$ cat config.mk
export PLATFORM = sky130hd
export DESIGN_NAME = xml_entity_decoder
export DESIGN_NICKNAME = d
export VERILOG_FILES = /design/src/hw/rtl/xed_pkg.sv /design/src/hw/rtl/xed_front.sv /design/src/hw/rtl/xed_queue.sv /design/src/hw/rtl/xed_back.sv /design/src/hw/rtl/xml_entity_decoder.sv
export SDC_FILE = /design/constraint.sdc
export NUM_CORES = 1
export LEC_CHECK = 0
export ABC_AREA = 1
export BUFFER_PORTS_ARGS = -buffer_cell sky130_fd_sc_hd__buf_4
export CAP_MARGIN = 5
export CORE_MARGIN = 2
export CORE_UTILIZATION = 45
export DETAILED_ROUTE_END_ITERATION = 10
export GPL_ROUTABILITY_DRIVEN = 0
export HOLD_SLACK_MARGIN = 0.05
export PLACE_DENSITY = 0.62
export SYNTH_ARGS = -nofsm -noshare
export SYNTH_HDL_FRONTEND = slang
export SYNTH_SLANG_ARGS = --single-unit
export TNS_END_PERCENT = 5
$ cat constraint.sdc
create_clock -name clk -period 7.25 [get_ports clk]
set_clock_uncertainty 0.15 [all_clocks]
set_input_delay 0.725 -clock clk [delete_from_list [all_inputs] [get_ports clk]]
set_output_delay 0.725 -clock clk [all_outputs]
set_load 0.005 [all_outputs]
$ cat src/hw/rtl/xed_pkg.sv
// Shared types and constants for the XML entity decoder.
package xed_pkg;

  typedef logic [7:0] byte_t;

  localparam int HOLD_MAX    = 4;  // bytes held after an ampersand
  localparam int MAX_OUT     = 6;  // results one input byte can cause
  localparam int NUM_ENT     = 4;
  localparam int NAME_MAX    = 5;
  localparam int QUEUE_DEPTH = 2;

  localparam byte_t CH_AMP  = 8'h26;  // &
  localparam byte_t CH_QUOT = 8'h22;  // "
  localparam byte_t CH_LT   = 8'h3C;  // <
  localparam byte_t CH_GT   = 8'h3E;  // >
  localparam byte_t CH_SEMI = 8'h3B;  // ;

  // Entity names after the ampersand, zero padded.
  localparam byte_t ENT_NAME [NUM_ENT][NAME_MAX] = '{
    '{8'h61, 8'h6D, 8'h70, CH_SEMI, 8'h00},   // amp;
    '{8'h71, 8'h75, 8'h6F, 8'h74, CH_SEMI},   // quot;
    '{8'h6C, 8'h74, CH_SEMI, 8'h00, 8'h00},   // lt;
    '{8'h67, 8'h74, CH_SEMI, 8'h00, 8'h00}    // gt;
  };
  localparam logic [2:0] ENT_LEN  [NUM_ENT] = '{3'd4, 3'd5, 3'd3, 3'd3};
  localparam byte_t      ENT_CHAR [NUM_ENT] = '{CH_AMP, CH_QUOT, CH_LT, CH_GT};

  // One classified input byte: the group of result bytes it produces.
  typedef struct packed {
    logic [2:0]          cnt;    // number of valid bytes, 1..MAX_OUT
    logic                last;   // final byte of the group closes the stream
    byte_t [MAX_OUT-1:0] bytes;  // bytes[0] goes out first
  } xed_entry_t;

endpackage

$ cat src/hw/rtl/xed_front.sv
// Front end: entity matching state and classification of each input byte.
module xed_front (
  input  logic               clk,
  input  logic               rst_n,
  input  logic               in_valid,
  output logic               in_ready,
  input  xed_pkg::byte_t     in_byte,
  input  logic               in_last,
  output logic               push_valid,
  input  logic               push_ready,
  output xed_pkg::xed_entry_t push_data
);

  logic                 amp_r, amp_nxt;
  logic [2:0]           hc_r, hc_nxt;
  xed_pkg::byte_t       held_r [xed_pkg::HOLD_MAX];
  logic                 hold_en;

  logic [2:0]           len;
  logic                 full_hit;
  logic                 prefix_hit;
  xed_pkg::byte_t       full_char;
  logic                 match_k;
  xed_pkg::byte_t       seq_b;
  logic                 accept;
  xed_pkg::xed_entry_t  ent;

  assign in_ready = push_ready;
  assign accept   = in_valid && push_ready;
  assign len      = hc_r + 3'd1;

  // Compare held bytes plus the new byte against every entity name.
  always_comb begin
    full_hit   = 1'b0;
    prefix_hit = 1'b0;
    full_char  = xed_pkg::CH_AMP;
    for (int k = 0; k < xed_pkg::NUM_ENT; k++) begin
      match_k = (len <= xed_pkg::ENT_LEN[k]);
      for (int i = 0; i < xed_pkg::NAME_MAX; i++) begin
        if (i < xed_pkg::HOLD_MAX && 3'(i) < hc_r) begin
          seq_b = held_r[2'(i)];
        end else begin
          seq_b = in_byte;
        end
        if (3'(i) < len && seq_b != xed_pkg::ENT_NAME[k][i]) begin
          match_k = 1'b0;
        end
      end
      if (match_k) begin
        if (len == xed_pkg::ENT_LEN[k]) begin
          full_hit  = 1'b1;
          full_char = xed_pkg::ENT_CHAR[k];
        end else begin
          prefix_hit = 1'b1;
        end
      end
    end
  end

  // Build the result group and the next match state.
  always_comb begin
    amp_nxt   = amp_r;
    hc_nxt    = hc_r;
    hold_en   = 1'b0;
    ent.last  = in_last;
    ent.cnt   = 3'd0;
    ent.bytes = '0;
    if (!amp_r) begin
      if (in_byte == xed_pkg::CH_AMP && !in_last) begin
        amp_nxt = 1'b1;
        hc_nxt  = 3'd0;
      end else begin
        ent.cnt      = 3'd1;
        ent.bytes[0] = in_byte;
      end
    end else if (full_hit) begin
      ent.cnt      = 3'd1;
      ent.bytes[0] = full_char;
      amp_nxt      = 1'b0;
      hc_nxt       = 3'd0;
    end else if (prefix_hit && len <= 3'(xed_pkg::HOLD_MAX) && !in_last) begin
      hold_en = 1'b1;
      hc_nxt  = len;
    end else begin
      // Flush the ampersand and held bytes, then the new byte unless it reopens a match.
      ent.bytes[0] = xed_pkg::CH_AMP;
      for (int i = 1; i < xed_pkg::MAX_OUT; i++) begin
        if (3'(i - 1) < hc_r) begin
          ent.bytes[i] = held_r[2'(i - 1)];
        end else begin
          ent.bytes[i] = in_byte;
        end
      end
      if (in_byte == xed_pkg::CH_AMP && !in_last) begin
        ent.cnt = len;
        amp_nxt = 1'b1;
        hc_nxt  = 3'd0;
      end else begin
        ent.cnt = hc_r + 3'd2;
        amp_nxt = 1'b0;
        hc_nxt  = 3'd0;
      end
    end
  end

  assign push_valid = accept && (ent.cnt != 3'd0);
  assign push_data  = ent;

  always_ff @(posedge clk) begin
    if (!rst_n) begin
      amp_r <= 1'b0;
      hc_r  <= 3'd0;
    end else if (accept) begin
      amp_r <= amp_nxt;
      hc_r  <= hc_nxt;
    end
  end

  always_ff @(posedge clk) begin
    if (accept && hold_en) begin
      held_r[hc_r[1:0]] <= in_byte;
    end
  end

endmodule

$ cat src/hw/rtl/xed_queue.sv
// Short register FIFO between the front and back ends.
module xed_queue #(
  parameter int DEPTH = xed_pkg::QUEUE_DEPTH
) (
  input  logic                clk,
  input  logic                rst_n,
  input  logic                push_valid,
  output logic                push_ready,
  input  xed_pkg::xed_entry_t push_data,
  output logic                pop_valid,
  input  logic                pop_ready,
  output xed_pkg::xed_entry_t pop_data
);

  localparam int PTR_W = $clog2(DEPTH);
  localparam int CNT_W = $clog2(DEPTH + 1);

  xed_pkg::xed_entry_t mem_r [DEPTH];
  logic [PTR_W-1:0]    wr_ptr_r, rd_ptr_r;
  logic [CNT_W-1:0]    count_r;
  logic                do_push, do_pop;

  assign push_ready = (count_r != CNT_W'(DEPTH));
  assign pop_valid  = (count_r != '0);
  assign pop_data   = mem_r[rd_ptr_r];
  assign do_push    = push_valid && push_ready;
  assign do_pop     = pop_valid && pop_ready;

  function automatic logic [PTR_W-1:0] ptr_inc(input logic [PTR_W-1:0] p);
    ptr_inc = (p == PTR_W'(DEPTH - 1)) ? '0 : p + PTR_W'(1);
  endfunction

  always_ff @(posedge clk) begin
    if (!rst_n) begin
      wr_ptr_r <= '0;
      rd_ptr_r <= '0;
      count_r  <= '0;
    end else begin
      if (do_push) begin
        wr_ptr_r <= ptr_inc(wr_ptr_r);
      end
      if (do_pop) begin
        rd_ptr_r <= ptr_inc(rd_ptr_r);
      end
      if (do_push && !do_pop) begin
        count_r <= count_r + CNT_W'(1);
      end else if (do_pop && !do_push) begin
        count_r <= count_r - CNT_W'(1);
      end
    end
  end

  always_ff @(posedge clk) begin
    if (do_push) begin
      mem_r[wr_ptr_r] <= push_data;
    end
  end

endmodule

$ cat src/hw/rtl/xed_back.sv
// Back end: serializes each result group onto the output stream.
module xed_back (
  input  logic                clk,
  input  logic                rst_n,
  input  logic                pop_valid,
  output logic                pop_ready,
  input  xed_pkg::xed_entry_t pop_data,
  output logic                out_valid,
  input  logic                out_ready,
  output xed_pkg::byte_t      out_byte,
  output logic                out_last
);

  xed_pkg::xed_entry_t cur_r;
  logic [2:0]          idx_r;
  logic                busy_r;
  logic                at_end;
  logic                out_fire;

  assign at_end    = (idx_r == cur_r.cnt - 3'd1);
  assign out_fire  = busy_r && out_ready;
  // Load the next group when idle or when the current one finishes.
  assign pop_ready = !busy_r || (out_fire && at_end);

  assign out_valid = busy_r;
  assign out_byte  = cur_r.bytes[idx_r];
  assign out_last  = cur_r.last && at_end;

  always_ff @(posedge clk) begin
    if (!rst_n) begin
      busy_r <= 1'b0;
      idx_r  <= 3'd0;
    end else if (pop_valid && pop_ready) begin
      busy_r <= 1'b1;
      idx_r  <= 3'd0;
    end else if (out_fire) begin
      if (at_end) begin
        busy_r <= 1'b0;
      end else begin
        idx_r <= idx_r + 3'd1;
      end
    end
  end

  always_ff @(posedge clk) begin
    if (pop_valid && pop_ready) begin
      cur_r <= pop_data;
    end
  end

endmodule

$ cat src/hw/rtl/xml_entity_decoder.sv
// Top level of the XML entity decoder: front end, group queue, back end.
//
// Usage: feed escaped text one byte per transaction on the in_ stream, with
// in_tlast on the final byte of the stream. Decoded bytes leave on the out_
// stream; &amp; &quot; &lt; &gt; collapse to & " < >, anything else passes
// through unchanged. out_tlast marks the final decoded byte of the stream.
// A partial entity still open at the end of the stream is flushed as
// literal bytes.
//
// Each group is written into the group queue, then into the serializer's
// register, before it shows on out_. Throughput: one input byte per cycle
// while each byte yields at most one output byte and out_tready stays high.
// Bytes inside a candidate entity yield no output. A broken match yields up
// to six bytes, sent one per transaction; the group queue absorbs this while
// it has room, after which in_tready drops.
//
// Reset (rst_n low, synchronous) empties the queue, drops any open match
// and clears out_tvalid. When the receiver stalls, out_tdata/out_tlast hold
// and the queue fills; in_tready falls once QUEUE_DEPTH groups are waiting.
module xml_entity_decoder #(
  parameter int QUEUE_DEPTH = xed_pkg::QUEUE_DEPTH
) (
  input  logic       clk,
  input  logic       rst_n,
  input  logic       in_tvalid,
  output logic       in_tready,
  input  logic [7:0] in_tdata,   // [7:0] in_byte
  input  logic       in_tlast,   // in_last
  output logic       out_tvalid,
  input  logic       out_tready,
  output logic [7:0] out_tdata,  // [7:0] out_byte
  output logic       out_tlast   // out_last
);

  logic                push_valid, push_ready;
  logic                pop_valid, pop_ready;
  xed_pkg::xed_entry_t push_data, pop_data;

  // Classify each byte into a group of zero to six result bytes.
  xed_front u_front (
    .clk        (clk),
    .rst_n      (rst_n),
    .in_valid   (in_tvalid),
    .in_ready   (in_tready),
    .in_byte    (in_tdata),
    .in_last    (in_tlast),
    .push_valid (push_valid),
    .push_ready (push_ready),
    .push_data  (push_data)
  );

  // Decouple the classifier from the output serializer.
  xed_queue #(
    .DEPTH (QUEUE_DEPTH)
  ) u_queue (
    .clk        (clk),
    .rst_n      (rst_n),
    .push_valid (push_valid),
    .push_ready (push_ready),
    .push_data  (push_data),
    .pop_valid  (pop_valid),
    .pop_ready  (pop_ready),
    .pop_data   (pop_data)
  );

  // Emit each group one byte per transaction.
  xed_back u_back (
    .clk       (clk),
    .rst_n     (rst_n),
    .pop_valid (pop_valid),
    .pop_ready (pop_ready),
    .pop_data  (pop_data),
    .out_valid (out_tvalid),
    .out_ready (out_tready),
    .out_byte  (out_tdata),
    .out_last  (out_tlast)
  );

endmodule

Word level (Yosys, flattened, before mapping)
Memories as Yosys holds them, arrays and structs flattened. A register that Yosys moved wholly into a read port is not among the register bits.
Index checks and enable logic that the tools add are counted.
{ "classes": {"addsub": 8, "magnitude_cmp": 14, "eq_ne": 19, "mux": 82, "bitwise_logic": 2, "reduce_logical": 45} }
{ "ops": {"columns": ["op", "count"], "rows": [
  ["8-bit 2-to-1 mux", 14],
  ["40-bit 2-to-1 mux", 2],
  ["8-bit by 7-bit != test with 1-bit output, second input constant", 10],
  ["1-bit 2-to-1 mux", 53],
  ["48-bit 2-to-1 mux", 1],
  ["1-bit logical AND", 28],
  ["3-bit 2-to-1 mux", 9],
  ["8-bit binary-select mux with 3-bit select", 1],
  ["8-bit by 6-bit != test with 1-bit output, second input constant", 3],
  ["8-bit nonzero test", 2],
  ["1-bit by 3-bit < comparator with 1-bit output, first input constant", 4],
  ["2-bit by 3-bit < comparator with 1-bit output, first input constant", 4],
  ["2-bit nonzero test", 5],
  ["8-bit by 6-bit equality test with 1-bit output, second input constant", 1],
  ["3-bit by 1-bit adder with 3-bit output, second input constant", 2],
  ["3-bit equality test, second input constant", 2],
  ["3-bit less-or-equal comparator, second input constant", 2],
  ["3-bit < comparator, first input constant", 2],
  ["2-bit AND reduction", 3],
  ["1-bit logical NOT", 4],
  ["3-bit by 4-bit < comparator with 1-bit output, second input constant", 1],
  ["2-bit 2-to-1 mux", 2],
  ["3-bit by 2-bit adder with 3-bit output, second input constant", 1],
  ["3-bit by 2-bit equality test with 1-bit output, second input constant", 1],
  ["other kinds (11)", 13]
]} }
{ "totals": {"ff_bits": 12, "ram_bits": 136, "inputBits": 13, "output_inout_bits": 11, "word_cells": 179, "n_memories": 2} }
{ "memory_table": {"columns": ["memory", "words", "word_bits", "rd", "rd_ports_with_merged_regs", "wr", "line", "rtl"], "rows": [
  ["u_queue.mem_r", 2, 52, 1, 1, 1, "xed_queue.sv:18", "xed_pkg::xed_entry_t mem_r [DEPTH];"],
  ["u_front.held_r", 4, 8, 4, 0, 1, "xed_front.sv:16", "xed_pkg::byte_t held_r [xed_pkg::HOLD_MAX];"]
]} }

Longest topological paths before layout
Gate-level depths: netlist (run 1).
{ "depth": {"word_depth": 28, "ltp_mapped": 27, "mapped_depth_nobuf": 26} }

Hierarchy
From an unflattened synthesis (run 1), not the netlist that was laid out.
{ "hier_totals": {"hier_cells": 808, "area_unflattened_um2": 9335.2} }
{ "modules_own_cells": {"columns": ["module", "n_inst", "cells_per_inst", "area_per_inst_um2", "seq_area_each_um2"], "rows": [
  ["xed_queue", 1, 199, 4247.8, 3223.1],
  ["xed_front", 1, 422, 2807.7, 1041.0],
  ["xed_back", 1, 187, 2279.7, 1641.6]
]} }

Worst setup path before layout (run 1)
OpenSTA, ideal clock, no wires.
{ "synth_timing": {"path_type": "flip-flop to flip-flop", "startpoint": "register u_front.hc_r[1]", "endpoint": "memory u_queue.mem_r[0][0] in the netlist's numbering (enable)", "setup_ps": 462, "arrival_ps": 4398, "required_ps": 6638, "path_slack_ps": 2241, "path_stages_with_launch": 21, "path_buffers": 1, "cell_sequence": "dfxtp_1 inv_1 ha_1 inv_2 buf_2 nand2_1 nand2_1 nand2_1 nor2_1 nand2_1 nand2_1 nand2_1 nor2_1 nand4_1 nand3_2 nor2_2 nand2_1 nand2_1 nand2_1 nand2_1 nor2_1"} }
{ "synth_via": {"elab_chain_cells": 26} }
{ "synth_rtl": {"columns": ["item", "line", "rtl"], "rows": [
  ["from (decl)", "xed_front.sv:15", "logic [2:0] hc_r, hc_nxt;"],
  ["from (signal assigned)", "xed_front.sv:115", "hc_r <= hc_nxt;"],
  ["1-bit by 3-bit < comparator with 1-bit output", "xed_front.sv:40", "if (i < xed_pkg::HOLD_MAX && 3'(i) < hc_r) begin"],
  ["8-bit 2-to-1 mux", "xed_front.sv:40", null],
  ["8-bit by 7-bit != test with 1-bit output", "xed_front.sv:45", "if (3'(i) < len && seq_b != xed_pkg::ENT_NAME[k][i]) begin"],
  ["1-bit logical AND", "xed_front.sv:45", null],
  ["1-bit 2-to-1 mux (5 in a row)", "xed_front.sv:45", null],
  ["1-bit 2-to-1 mux", "xed_front.sv:49", "if (match_k) begin"],
  ["1-bit 2-to-1 mux", "xed_front.sv:50", "if (len == xed_pkg::ENT_LEN[k]) begin"],
  ["1-bit 2-to-1 mux", "xed_front.sv:49", null],
  ["[... 6 more ...]", null, null],
  ["3-bit 2-to-1 mux", "xed_front.sv:81", "end else if (prefix_hit && len <= 3'(xed_pkg::HOLD_MAX) && !in_last) begin"],
  ["3-bit 2-to-1 mux *", "xed_front.sv:76", "end else if (full_hit) begin"],
  ["3-bit 2-to-1 mux *", "xed_front.sv:68", "if (!amp_r) begin"],
  ["3-bit nonzero test *", "xed_front.sv:106", "assign push_valid = accept && (ent.cnt != 3'd0);"],
  ["1-bit logical AND *", "xed_front.sv:106", null],
  ["1-bit logical AND *", "xed_queue.sv:26", "assign do_push = push_valid && push_ready;"],
  ["1-bit 2-to-1 mux *", "xed_queue.sv:54", "if (do_push) begin"],
  ["1-bit 2-to-1 mux (implied by the code) *", "xed_queue.sv:55", "mem_r[wr_ptr_r] <= push_data;"],
  ["to (decl)", "xed_queue.sv:18", null]
]} }
Every way passes the cells marked *; elsewhere a longest branch is shown, timed or not.

Worst setup path after layout (run 1)
{ "layout_timing": {"startpoint": "register u_front.hc_r[2]", "endpoint": "memory u_queue.mem_r[0][31] in the netlist's numbering (enable)"} }
The elaborated chain is that of the path after synthesis.

==> results.txt, run 1 <==
* First-pass GRT wire length: 32,620 microns
- Result of the run: completed
* Origin of the critical flop-to-flop path: u_front.hc_r[2]
- Clock buffers created by TritonCTS: 17
- After Yosys synthesis, and, or, nand and nor cells account for between 20% and 30% of the synthesized area.
- Core Footprint: between 15,000 and 20,000 sq um
- Final hold analysis gives a worst-case slack of 0.3410 ns.
- For this design the ratio of total power to cell area is 329.2 nW/um^2.
- After synthesis, the cell types taking the most area are sky130_fd_sc_hd__edfxtp_1 (62%), sky130_fd_sc_hd__nand2_1 (14%), sky130_fd_sc_hd__nor2_1 (4.3%).
- Nets: 946
- Critical path data arrival time: ~4.5 ns
* FMAX: 217.6 MHz
- Slowest CP cell: sky130_fd_sc_hd__buf_4
- Measured along the y axis, the die boundary spans 145.9 microns.
* Row Count: ~50
- Full die area: 21,300 sq um
* Clock tree from TritonCTS: yes
- Synthesized netlist net count: 932
- Finished Core Util: a little over 50%
- In the final routed layout, each cell accounts on average for 17.17 microns.
- For this run, the number of Yosys warnings is 0.
- Die extent in x: 145.9 microns
- Aggregate routed wire length: around 21,000 microns
* Peak supply drop: roughly 0.19 mV
- Summing the areas of all xor and xnor instances in the mapped netlist gives 0.4831% of the synthesized area.
* Fill cell count: 1,764
* Longest Clk Path Bufs: 2
* Aggregate global-route resource usage: roughly a fifth
- H-tree depth reported by CTS: 4
* Post-route total power: 3.321 mW
- In this run the post-CTS setup repair buffer count came out at 0.
- Root buffer cell: sky130_fd_sc_hd__clkbuf_16
- Final-layout setup total negative slack: 0 ns
* Combinational family with the most area after synthesis: simple AND/OR/NAND/NOR gates
- HPWL after DPL: 14,150 microns
- Clock transition at the register clock pins on the worst setup and hold paths after CTS: 0.07 ns
* Post-synthesis compound-gate area fraction: 6.446%
- Counting stages on the worst path, the most repeated cell is sky130_fd_sc_hd__nand2_1.
- Traced cell by cell, the critical path runs through inv_2, ha_1, inv_2, nor2_2, nand2_1, nand2_1, nand2_1, nor2_2, nand2_1, nand2_1, nand2_1, nand2_1, nand3_1, nand3_2, nor2_2, nand2_1, nand2_1, nand2_1, nand2_1, nor2_4, buf_4.
* Via density per instance: 5.173
- Kind of critical path: register to register
- Type of the most critical hold path: register to register
* Initial Util: 46.27%
- For the worst setup path, the data required time is ~7.2 ns.
- Across the run, the number of max-cap violations was 0.
- The largest total area in the synthesized netlist belongs to sky130_fd_sc_hd__edfxtp_1.
* Cell area after layout: 10,090 sq um
- Synthesis handed over a netlist of a little over 900 instances.
- Entering global routing, the biggest net connects 55 pins.
- Gates resized during post-CTS repair numbered 0.
- Along the worst path, the maximum fanout reaches 37.
- After global routing the overflow that remains totals 0.
- Setup violations remaining at the end of the flow were counted as 0.
* Initial antenna violation count: 0
- Area share of fa/ha/maj cells after synthesis: 1.518%
- Mapped Area: 9065 sq um
* Routed Antenna Nets: 0
- Total of flip-flops plus latches after synthesis: 200
- Worst-Skew Late Latency: 0.44 ns
* Area share of the largest cell type after synthesis: ~62%
* Remaining DRCs: 0
- Summing over every cut layer, the via total after detailed routing is 6,208.
- Portion of the post-synthesis area used by sequential elements: 64.93%
- Cell variety after synth: 37
- Final period demand of the worst path: 4.595 ns
- The final hold violation count came to 0.
* Leakage power total: 4.020 nW
- Ratio of cells with drive above 1 in the final layout: 9.519%
* Share of the clock period used by the worst path after layout: 63.38%
- STA classifies the critical path startpoint as a register.
- Of the post-synthesis cell area, the part taken by muxes is 0.1104%.
- Vias in the first global route: 5,857
- Slew Viols, Final: 0
- Unrepaired setup endpoints after global routing: no
* Start point of the critical path: u_front.hc_r[2]
- During I/O placement, the number of pins put on the boundary was 24.
- IO buf count: 23
- Critical hold path startpoint: u_queue.count_r[1]
- CTS saw 200 sinks.
* Gate family responsible for the most delay along the worst path: simple AND/OR/NAND/NOR gates
* Pin slew with the least headroom to its limit: approximately 1.1 ns
- Worst slew slack as a fraction of its limit: 24.45%
- Number of buffers inserted for hold repair after clock tree synthesis: 0
- The placed instances occupy a cell area of 9467 sq um.
- For this run, the slowest stage of the critical path takes 0.51 ns.
* Mean instance size in the synthesized netlist: 9.983 sq um
- 0 antenna diodes ended up in the layout.
- Relative to the synthesized area, the layout overhead comes to 11.32%.
- Critical path buffers and inverters: 3
- Before antenna repair, the detailed router went through 6 iterations.
- STA classifies the critical path endpoint as a register.
* First-iteration detailed-routing DRC count: around 660
-- final cells by class --
class / instances / area, sq um / share of cell area, %
Sequential cell: 200 / 5887 / 58.34
Multi-Input combinational cell: 607 / 2776 / 27.51
Clock buffer: 18 / 439.2 / 4.352
Tap cell: 265 / 331.6 / 3.286
Inverter: 67 / 254.0 / 2.517
Timing Repair Buffer: 29 / 217.7 / 2.157
Clock inverter: 14 / 185.2 / 1.835
-- metrics by stage --
stage | instances | setup slack, ns
floorplan | 908 | 2.241
global placement | 1168 | 2.790
detailed placement | 1168 | 2.696
CTS | 1200 | 2.677
global route | 1200 | 2.188
finish | 1200 | 2.655
-- sequential cells by signal (all words and copies together) (netlist names) --
name	flops
u_back.cur_r	52
u_queue.rd_ptr_r	1
u_back.idx_r	3
u_queue.mem_r	104
u_back.out_valid	1
u_queue.count_r	2
u_front.hc_r	3
u_front.amp_r	1
u_front.held_r	32
u_queue.wr_ptr_r	1
-- worst register-to-register path, delay by kind of cell, from the launching register on --
| family | cells | cell delay, ns |
|---|---|---|
| flops | 1 | 0.48 |
| buf+inv | 3 | 1.00 |
| simple gates | 17 | 2.08 |
| fa+ha+maj | 1 | 0.48 |
-- report_power, final --
part           total (mW)  switching [mW]  internal [mW]
sequential           1.66          0.0633           1.60
clock               0.982           0.448          0.535
combinational       0.676           0.489          0.187
total                3.32           0.999           2.32
-- cells in the mapped netlist --
cell and count:
sky130_fd_sc_hd__inv_1 58, sky130_fd_sc_hd__o21ai_0 50, sky130_fd_sc_hd__nor2_2 3, sky130_fd_sc_hd__nor4_1 4
sky130_fd_sc_hd__nand3_1 17, sky130_fd_sc_hd__nor3_1 6, sky130_fd_sc_hd__dfxtp_1 12, sky130_fd_sc_hd__nand4_1 8
sky130_fd_sc_hd__o21a_1 1, sky130_fd_sc_hd__xnor2_1 1, sky130_fd_sc_hd__a2111oi_2 4, sky130_fd_sc_hd__o22ai_1 2
sky130_fd_sc_hd__buf_2 8, sky130_fd_sc_hd__inv_4 1, sky130_fd_sc_hd__nand3b_1 7, sky130_fd_sc_hd__a31oi_1 1
sky130_fd_sc_hd__ha_1 11, sky130_fd_sc_hd__o32ai_1 8, sky130_fd_sc_hd__clkinv_1 2, sky130_fd_sc_hd__a21oi_2 2
sky130_fd_sc_hd__a21oi_1 17, sky130_fd_sc_hd__mux2i_1 1, sky130_fd_sc_hd__buf_4 1, sky130_fd_sc_hd__a211oi_1 4
sky130_fd_sc_hd__nand2_2 2, sky130_fd_sc_hd__nand3_2 3, sky130_fd_sc_hd__clkbuf_1 23, sky130_fd_sc_hd__o211ai_1 2
sky130_fd_sc_hd__o21ai_1 6, sky130_fd_sc_hd__xor2_1 4, sky130_fd_sc_hd__edfxtp_1 188, sky130_fd_sc_hd__nand2_4 3
sky130_fd_sc_hd__nor3b_1 1, sky130_fd_sc_hd__inv_2 6, sky130_fd_sc_hd__buf_6 2, sky130_fd_sc_hd__nand2_1 335
sky130_fd_sc_hd__nor2_1 104
-- path summary, 6_finish.rpt --
check | slack [ns] | to | cells after the start
max | 2.66 | u_queue.mem_r[0][31] | 21
min | 0.34 | u_queue.count_r[1] | 2
max reg2reg | 2.66 | u_queue.mem_r[0][31] | 21
min reg2reg | 0.34 | u_queue.count_r[1] | 2
-- per-layer routing --
| layer | track usage (%) | vias to the layer above | share of wire [%] |
|---|---|---|---|
| met1 | 28.99 | 2892 | 47 |
| met3 | 4.201 | 28 | 7.1 |
| li1 | - | 3067 | - |
| met5 | 0 | - | 0 |
| met4 | 6.618 | 0 | 1.8 |
| met2 | 30.40 | 221 | 44 |
-- placed cells by master (no fill, tap or decap), types with 3 or more instances in the layout --
cell / n
sky130_fd_sc_hd__nand2_1: 335
sky130_fd_sc_hd__edfxtp_1: 188
sky130_fd_sc_hd__nor2_1: 103
sky130_fd_sc_hd__inv_1: 56
sky130_fd_sc_hd__o21ai_0: 50
sky130_fd_sc_hd__buf_4: 29
sky130_fd_sc_hd__nand3_1: 17
sky130_fd_sc_hd__a21oi_1: 17
sky130_fd_sc_hd__clkbuf_16: 17
sky130_fd_sc_hd__ha_1: 11
sky130_fd_sc_hd__dfxtp_1: 11
sky130_fd_sc_hd__inv_2: 8
sky130_fd_sc_hd__nand4_1: 8
sky130_fd_sc_hd__o32ai_1: 8
sky130_fd_sc_hd__nand3b_1: 7
sky130_fd_sc_hd__o21ai_1: 6
sky130_fd_sc_hd__nor3_1: 6
sky130_fd_sc_hd__nor4_1: 4
sky130_fd_sc_hd__xor2_1: 4
sky130_fd_sc_hd__a2111oi_2: 4
sky130_fd_sc_hd__a211oi_1: 4
sky130_fd_sc_hd__inv_8: 4
sky130_fd_sc_hd__clkinvlp_4: 4
sky130_fd_sc_hd__nand2_4: 3
sky130_fd_sc_hd__nor2_2: 3
sky130_fd_sc_hd__nand3_2: 3
-- kinds of logic (layout without fill, tap and decap cells) --
kind of cell | count (synthesis) | after routing
AO/OA/AOI/OAI | 97 | 97
XOR/XNOR | 5 | 5
adder cells (fa/ha/maj) | 11 | 11
buffers and inverters | 101 | 128
flip-flops | 200 | 200
multiplexers | 1 | 1
AND/OR/NAND/NOR | 493 | 493
No activity file was read; power rests on OpenSTA's default activity.
==> run 2: changes to the inputs <==
clock period = 4.5 ns   (was 7.25 ns; I/O delays follow)
==> run 2 against run 1 <==
Against the previous run:
- global-route usage grew 0.23 points
- worst hold slack lost 0.24 ns
- final cell count grew 0.33%
- clock-buffer cell count grew 5
- via count grew 0.55%
- critical path depth grew 2
- register-to-register slack lost 2.1 ns
- sequential share of layout area shrank 0.14 points
- power grew 60%
- die area is the same
- design area grew 0.25%
- flip-flop and latch count is the same
==> results.txt, run 2 (synthesis results as in run 1) <==
- Result of the run: completed
- Clock network fraction of total power: 28.7% (-0.9 points)
* Hold Path Sink: u_queue.mem_r[0][48]
- Final hold viol count: 0 (unchanged)
- Die extent in x: 145.9 microns (unchanged)
* Full die area: 21,300 sq um (unchanged)
- The root buffer cell chosen for the clock tree is sky130_fd_sc_hd__clkbuf_16.
- WL per Instance: 17.38 microns (+1.2%)
* Chip Height: 145.9 microns (unchanged)
* Clock buffers created by TritonCTS: 17 (unchanged)
- Peak supply drop: 0.3284 mV (+71%)
* Commonest non-fill, non-tap cells in the layout: sky130_fd_sc_hd__nand2_1 (335), sky130_fd_sc_hd__edfxtp_1 (188), sky130_fd_sc_hd__nor2_1 (103)
- Critical hold path startpoint: in_tlast
* Grt met3 use: 2.915% (-1.3 points)
* Unrepaired setup endpoints after global routing: no
- Worst slew slack as a fraction of its limit: 32.96% (+8.5 points)
* Cts repair resizes: 0 (unchanged)
- Origin of the critical flop-to-flop path: u_front.hc_r[1]
* Finished Core Util: 51.64% (+0.13 points)
- The first-iteration detailed-routing DRC count is 616 (-6.1%).
- Aggregate global-route resource usage: 20.30% (+0.23 points)
- The proportion of layout cells with a drive suffix above 1 was 9.585% (+0.066 points).
- The global route total overflow was 0 (unchanged).
* Share of the clock period used by the worst path after layout: 86.89% (+24 points)
- The CTS sink count is 200 (unchanged).
- The mean number of vias per cell was 5.184 (+0.21%).
* Critical path data arrival time: 4.08 ns (-0.44 ns)
- Count of non-filler cells in the finished layout: 1,204 (+0.33%)
* Longest Clk Path Bufs: 2 (unchanged)
- FMAX: 255.8 MHz (+18%)
- First-pass GRT wire length: 32,810 microns (+0.59%)
* Start point of the critical path: u_front.hc_r[1]
* Clock tree from TritonCTS: yes
* TritonRoute pass-1 iters: 5 (-1)
* Post CTS Setup Buffer Count: 0 (unchanged)
- The core outline area was 19,590 sq um (unchanged).
- The setup slack on the worst flop-to-flop path was 0.59 ns (-2.07 ns).
- Number of buffers inserted for hold repair after clock tree synthesis: 0 (unchanged)
- Area growth from synthesis to layout: 11.59%
- Final-layout setup total negative slack: 0 ns (unchanged)
* Number of cells on the worst hold path: 1 (-1)
- The number of primary I/O pins is 24 (unchanged).
- Startpoint class of the critical path: register
* Register ranked first by flip-flop count: u_queue.mem_r
- The max-capacitance violation count was 0 (unchanged).
* Post-placement cell count: 1,172 (+0.34%)
- The standard-cell row count was 51 (unchanged).
* Largest net degree at the start of global routing: 55 (unchanged)
- The detailed placement HPWL was 14,260 microns (+0.74%).
- The post-route worst setup slack was 0.5902 ns (-2.065 ns).
- The slew at the pin closest to its max-slew limit is 1.006 ns (-0.1277 ns).
* Kind of end point of the critical path: register
* Worst flop-to-flop path endpoint: u_queue.count_r[1]
- The maximum fanout encountered on the critical timing path is 26 (-30%).
- H-tree depth reported by CTS: 4 (unchanged)
- The switching power is 1.552 mW (+55%).
- The count of endpoints failing setup in the final report was 0 (unchanged).
- The power density relative to cell area came to 525.3 nW/um^2 (+60%).
- Portion of total power attributed to combinational logic: 20.9% (+0.5 points)
* Post-route total power: 5.314 mW (+60%)
- The min-delay analysis places its worst path in the category primary input to register.
- Worst hold margin: 0.09747 ns (-0.2435 ns)
- The finished layout cell area was 10,120 sq um (+0.25%).
- Met1 Resource Use GR: 29.62% (+0.63 points)
- Switching share of total power: 29.20% (-0.89 points)
- met2 is the most crowded layer.
- Initial antenna violation count: 0 (unchanged)
* Routed Antenna Nets: 0 (unchanged)
- Routed via count: 6,242 (+0.55%)
- The via count of the first global-routing pass came to 5,834 (-0.39%).
* Most common cell after layout, fill and taps aside: sky130_fd_sc_hd__nand2_1
* Flip-flop count of the largest register, all copies and words added: 104 (unchanged)
* Leakage power total: 4.036 nW (+0.42%)
- The met2 track demand over resource came to 31.04% (+0.64 points).
- IO buf count: 23 (unchanged)
- The worst endpoint required time is 4.67 ns (-2.50 ns).
- Pint: 3.762 mW (+62%)
- The clock edge transition at the registers on the reported setup and hold paths is 0.07 ns (about the same).
- The source-to-sink clock delay at the later pin of the worst-skew pair came to 0.43 ns (about the same).
- Nets: 950 (+0.42%)
* Final period demand of the worst path: 3.910 ns (-0.6849 ns)
- Remaining DRCs: 0 (unchanged)
- Aggregate routed wire length: 20,930 microns (+1.5%)
- Placed cell area: 9522 sq um (+0.58%)
- The critical path is of the register to register type.
- Initial Util: 46.27% (unchanged)
- DP Worst Slack: 0.6834 ns (-2.013 ns)
* Sequential cell fraction of total power: 50.4% (+0.3 points)
- R2R cell count: 23 (+9.5%)
- Number of diodes added for antenna fixing: 0 (unchanged)
* Slew Viols, Final: 0 (unchanged)
-- run 2: cell types whose count changed in the layout (fill, tap and decap cells not counted) --
cell	delta
sky130_fd_sc_hd__buf_12	+2
sky130_fd_sc_hd__buf_4	+2
sky130_fd_sc_hd__clkbuf_1	+3
sky130_fd_sc_hd__clkbuf_8	+2
sky130_fd_sc_hd__clkinv_2	+1
sky130_fd_sc_hd__clkinv_8	-2
sky130_fd_sc_hd__clkinvlp_4	-1
sky130_fd_sc_hd__inv_8	-3
-- run 2: worst max-delay path by stage --
stage | end | cells after the start
after floorplan | u_queue.mem_r[0][0] | 20
after global placement | u_queue.count_r[1] | 23
after detailed placement | u_queue.count_r[1] | 23
after CTS | u_queue.count_r[1] | 23
after global routing | u_queue.count_r[1] | 23
final | u_queue.count_r[1] | 23
-- run 2: worst max-delay path: stages, from the launching register on --
cell and delay [ns]:
sky130_fd_sc_hd__dfxtp_1 0.47, sky130_fd_sc_hd__inv_1 0.15, sky130_fd_sc_hd__ha_1 0.25, sky130_fd_sc_hd__inv_2 0.32
sky130_fd_sc_hd__nand2_2 0.26, sky130_fd_sc_hd__nand2_1 0.12, sky130_fd_sc_hd__nand2_1 0.11, sky130_fd_sc_hd__nand2_1 0.11
sky130_fd_sc_hd__nor2_1 0.05, sky130_fd_sc_hd__nand2_1 0.08, sky130_fd_sc_hd__nand2_1 0.08, sky130_fd_sc_hd__nand4_1 0.17
sky130_fd_sc_hd__nand3_2 0.13, sky130_fd_sc_hd__nor2_2 0.16, sky130_fd_sc_hd__nand2_1 0.08, sky130_fd_sc_hd__nand2_1 0.08
sky130_fd_sc_hd__nand2_1 0.10, sky130_fd_sc_hd__nand2_1 0.14, sky130_fd_sc_hd__inv_1 0.06, sky130_fd_sc_hd__ha_1 0.30
sky130_fd_sc_hd__a21oi_1 0.11, sky130_fd_sc_hd__o21ai_0 0.11, sky130_fd_sc_hd__o21ai_0 0.16, sky130_fd_sc_hd__a21oi_1 0.05
-- run 2: power groups by stage --
stage	Clock (mW)	Sequential [mW]	Combinational, mW
finish	1.53	2.68	1.11
global route	1.62	2.71	1.27
CTS	1.55	2.68	1.13
detailed placement	0	2.72	1.13
global placement	0	2.71	1.13
floorplan	0	2.70	0.682
-- run 2: cell type report --
class                   count  area, sq um
inverters                  67        254.0
clock inverters             9        116.4
flip-flops and latches    200         5887
clock buffers              23        478.0
multi-input cells         607         2776
repair buffers             33        272.8
well taps                 265        331.6
fillers                  1782         9474
-- run 2: routing by layer --
metal  wire (microns)  up-vias
met5                0        -
met4              494        0
met3             1152       31
met2             9568      208
met1             9709     2928
li1                 -     3075
==> run 3: changes to the inputs <==
CORE_UTILIZATION = 41   (was 45)
PLACE_DENSITY = 0.57   (was 0.62)
==> run 3 against run 2 <==
Against the previous run:
- sequential share of layout area down 0.26 points
- clock-buffer cell count decreased by 6
- via count down 0.53%
- core utilization is 4.9 points lower
- critical path depth unchanged
- clock power hardly changed
- worst hold slack worse by 0.012 ns
- sequential power hardly changed
- non-clock buffer count rose by 3
- maximum frequency grew 3.4%
- register-to-register slack better by 0.13 ns
- first-iteration DRC count fell by 32%
- critical endpoint unchanged
- highest routed layer unchanged
==> results.txt, run 3 (synthesis results as in run 1) <==
* Fill cell count: 2,077 (+17%)
- Final hold viol count: 0 (unchanged)
- Kind of critical path: register to register
* Pin slew with the least headroom to its limit: 0.9858 ns (-0.01977 ns)
- The relative contribution of the clock network to total power is 28.3% (-0.4 points).
* Die extent in x: 152.7 microns (+4.6%)
* R2R cell count: 23 (unchanged)
- Longest Clk Path Bufs: 2 (unchanged)
- Net switching power of the design: 1.618 mW (+4.3%)
- Post CTS Setup Buffer Count: 0 (unchanged)
- Share of the clock period used by the worst path after layout: 84.06% (-2.8 points)
- Result of the run: completed
- The final max-slew violation count was 0 (unchanged).
- The total number of vias came to 6,209 (-0.53%).
- The final critical delay including setup and external delays was 3.783 ns (-0.1270 ns).
* Full die area: 23,320 sq um (+9.5%)
* Number of max-capacitance violations reported: 0 (unchanged)
- The starting utilization of the core area is 41.67% (-4.6 points).
* Worst path max stage delay: 0.46 ns (about the same)
- The detailed placement HPWL was 14,440 microns (+1.3%).
- Flip-flop count of the largest register, all copies and words added: 104 (unchanged)
- Ratio of cells with drive above 1 in the final layout: 10.19% (+0.61 points)
- The worst setup path is captured at a register.
* Origin of the critical flop-to-flop path: u_front.hc_r[1]
- Power per cell area: 523.1 nW/um^2 (-0.43%)
- The number of primary I/O pins is 24 (unchanged).
* Switching share of total power: 30.44% (+1.2 points)
- The data arrival at the endpoint of the critical path is 3.97 ns (-0.11 ns).
- The worst hold slack is 0.08513 ns (-0.01234 ns).
* Start point of the critical path: u_front.hc_r[1]
* Worst-path maximum fanout: 26 (unchanged)
- The worst endpoint required time is 4.68 ns (about the same).
* Root buffer cell: sky130_fd_sc_hd__clkbuf_16
- Vias in the first global route: 5,867 (+0.57%)
* Area growth from synthesis to layout: 12.10%
- Most common cell after layout, fill and taps aside: sky130_fd_sc_hd__nand2_1
- The first-pass GRT wire length came to 33,310 microns (+1.5%).
* Slowest CP cell: sky130_fd_sc_hd__dfxtp_1
- Endpoint of the worst setup timing path: u_queue.count_r[1]
- Routed Antenna Nets: 0 (unchanged)
- The maximum clock frequency came to 264.4 MHz (+3.4%).
- Worst flop-to-flop path endpoint: u_queue.count_r[1]
* Row Count: 54 (+5.9%)
- Final-layout setup total negative slack: 0 ns (unchanged)
- The core outline area is 21,760 sq um (+11%).
- The average wire length per cell after detail routing was 17.59 microns (+1.2%).
* Worst-Skew Late Latency: 0.44 ns (about the same)
* Via density per instance: 5.081 (-2.0%)
* Largest net degree at the start of global routing: 55 (unchanged)
* Number of buffers inserted for hold repair after clock tree synthesis: 0 (unchanged)
- Initial antenna violation count: 0 (unchanged)
- The number of antenna diodes is 0 (unchanged).
- The remaining max-slew budget at the tightest pin was 34.18% (+1.2 points).
- Register ranked first by flip-flop count: u_queue.mem_r
- Chip Height: 152.7 microns (+4.6%)
- Most common cell type on the critical path: sky130_fd_sc_hd__nand2_1
- First-iteration detailed-routing DRC count: 416 (-32%)
- Nets: 953 (+0.32%)
- The CTS sink count came to 200 (unchanged).
* Startpoint class of the critical path: register
- Clock buffers created by TritonCTS: 17 (unchanged)
* H-tree depth reported by CTS: 4 (unchanged)
* Pint: 3.697 mW (-1.7%)
* TritonRoute pass-1 iters: 5 (unchanged)
- In the layout the commonest cells are sky130_fd_sc_hd__nand2_1 (335), sky130_fd_sc_hd__edfxtp_1 (188), sky130_fd_sc_hd__nor2_1 (103).
* Remaining DRCs: 0 (unchanged)
* Peak supply drop: 0.4001 mV (+22%)
* Aggregate routed wire length: 21,490 microns (+2.7%)
* Final setup violation count: 0 (unchanged)
- Slack of the worst reg-to-reg path: 0.72 ns (+0.13 ns)
- Leakage power total: 4.060 nW (+0.59%)
- Aggregate global-route resource usage: 18.95% (-1.3 points)
- Walking the worst path, the cells encountered are inv_1, ha_1, inv_2, nand2_2, nand2_1, nand2_1, nand2_1, nor2_1, nand2_1, a21oi_2, nand3_1, nand3_2, nor2_2, nand2_1, nand2_1, nand2_1, nand2_1, inv_1, ha_1, a21oi_1, o21ai_0, o21ai_0, a21oi_1.
- Portion of total power attributed to combinational logic: 21.5% (+0.6 points)
* Unrepaired setup endpoints after global routing: no
- Type of the most critical hold path: primary input to register
* Clock tree from TritonCTS: yes
- The count of buffers inserted at the top-level ports was 23 (unchanged).
- Cts repair resizes: 0 (unchanged)
- The clock edge transition at the registers on the reported setup and hold paths was 0.07 ns (about the same).
* Leftover overflow at the end of global routing: 0 (unchanged)
- The sequential share of power was 50.2% (-0.2 points).
-- run 3: changes by cell type in the layout (fill, tap and decap cells not counted), sizes merged --
| cell | before | now |
|---|---|---|
| clkinv | 3 | 9 |
| clkbuf | 23 | 17 |
| inv | 68 | 71 |
| clkinvlp | 3 | 1 |
| buf | 33 | 36 |
| bufinv | 2 | 1 |
-- run 3: power groups by stage --
stage | clock (mW) | sequential (mW) | combinational, mW
5_1_grt | 1.60 | 2.71 | 1.29
2_1_floorplan | 0 | 2.70 | 0.682
6_report | 1.50 | 2.67 | 1.14
3_3_place_gp | 0 | 2.71 | 1.17
4_1_cts | 1.53 | 2.67 | 1.18
3_5_place_dp | 0 | 2.71 | 1.17
-- run 3: worst min-delay path by stage --
stage	from	end	slack [ns]	cells past startpoint
after floorplan	u_queue.count_r[1]	u_queue.count_r[1]	0.30	2
after global placement	u_queue.count_r[1]	u_queue.count_r[1]	0.33	2
after detailed placement	u_queue.count_r[1]	u_queue.count_r[1]	0.33	2
after CTS	in_tlast	u_queue.mem_r[1][48]	0.07	1
after global routing	in_tlast	u_queue.mem_r[1][48]	0.07	1
final	in_tlast	u_queue.mem_r[1][48]	0.09	1
-- run 3: critical path, delay by kind of cell, from the launching register on --
| family | cells | cell delay (ns) |
|---|---|---|
| AO/OA/AOI/OAI | 5 | 0.50 |
| adder cells (fa/ha/maj) | 2 | 0.54 |
| buffers and inverters | 3 | 0.52 |
| flip-flops | 1 | 0.46 |
| AND/OR/NAND/NOR | 13 | 1.47 |
-- run 3: through the flow --
| stage | cells | setup WS [ns] | utilization [%] | total power, mW | area (sq um) |
|---|---|---|---|---|---|
| after CTS | 1222 | 0.7179 | 46.71 | 5.375 | 10160 |
| after detailed placement | 1190 | 0.7256 | 44.01 | 3.887 | 9575 |
| after global placement | 1190 | 0.7848 | 44.01 | 3.875 | 9575 |
| final | 1222 | 0.7172 | 46.71 | 5.315 | 10160 |
| after global routing | 1222 | 0.2642 | 46.71 | 5.602 | 10160 |
| after floorplan | 908 | 0.3564 | - | 3.378 | 9067 |
-- run 3: layout make-up --
| cell class | instances | area, sq um | area share [%] |
|---|---|---|---|
| inverters | 67 | 254.0 | 2.499 |
| clock buffers | 17 | 425.4 | 4.186 |
| clock inverters | 15 | 161.4 | 1.588 |
| multi-input cells | 607 | 2776 | 27.32 |
| flip-flops and latches | 200 | 5887 | 57.93 |
| well taps | 280 | 350.3 | 3.447 |
| repair buffers | 36 | 307.8 | 3.029 |
-- run 3: metal layers --
| metal | track usage [%] | vias up | wire length (microns) |
|---|---|---|---|
| li1 | - | 3080 | - |
| met1 | 27.44 | 2932 | 10470 |
| met2 | 29.00 | 161 | 9558 |
| met3 | 2.702 | 36 | 907 |
| met4 | 7.540 | 0 | 553 |
| met5 | 0 | - | 0 |
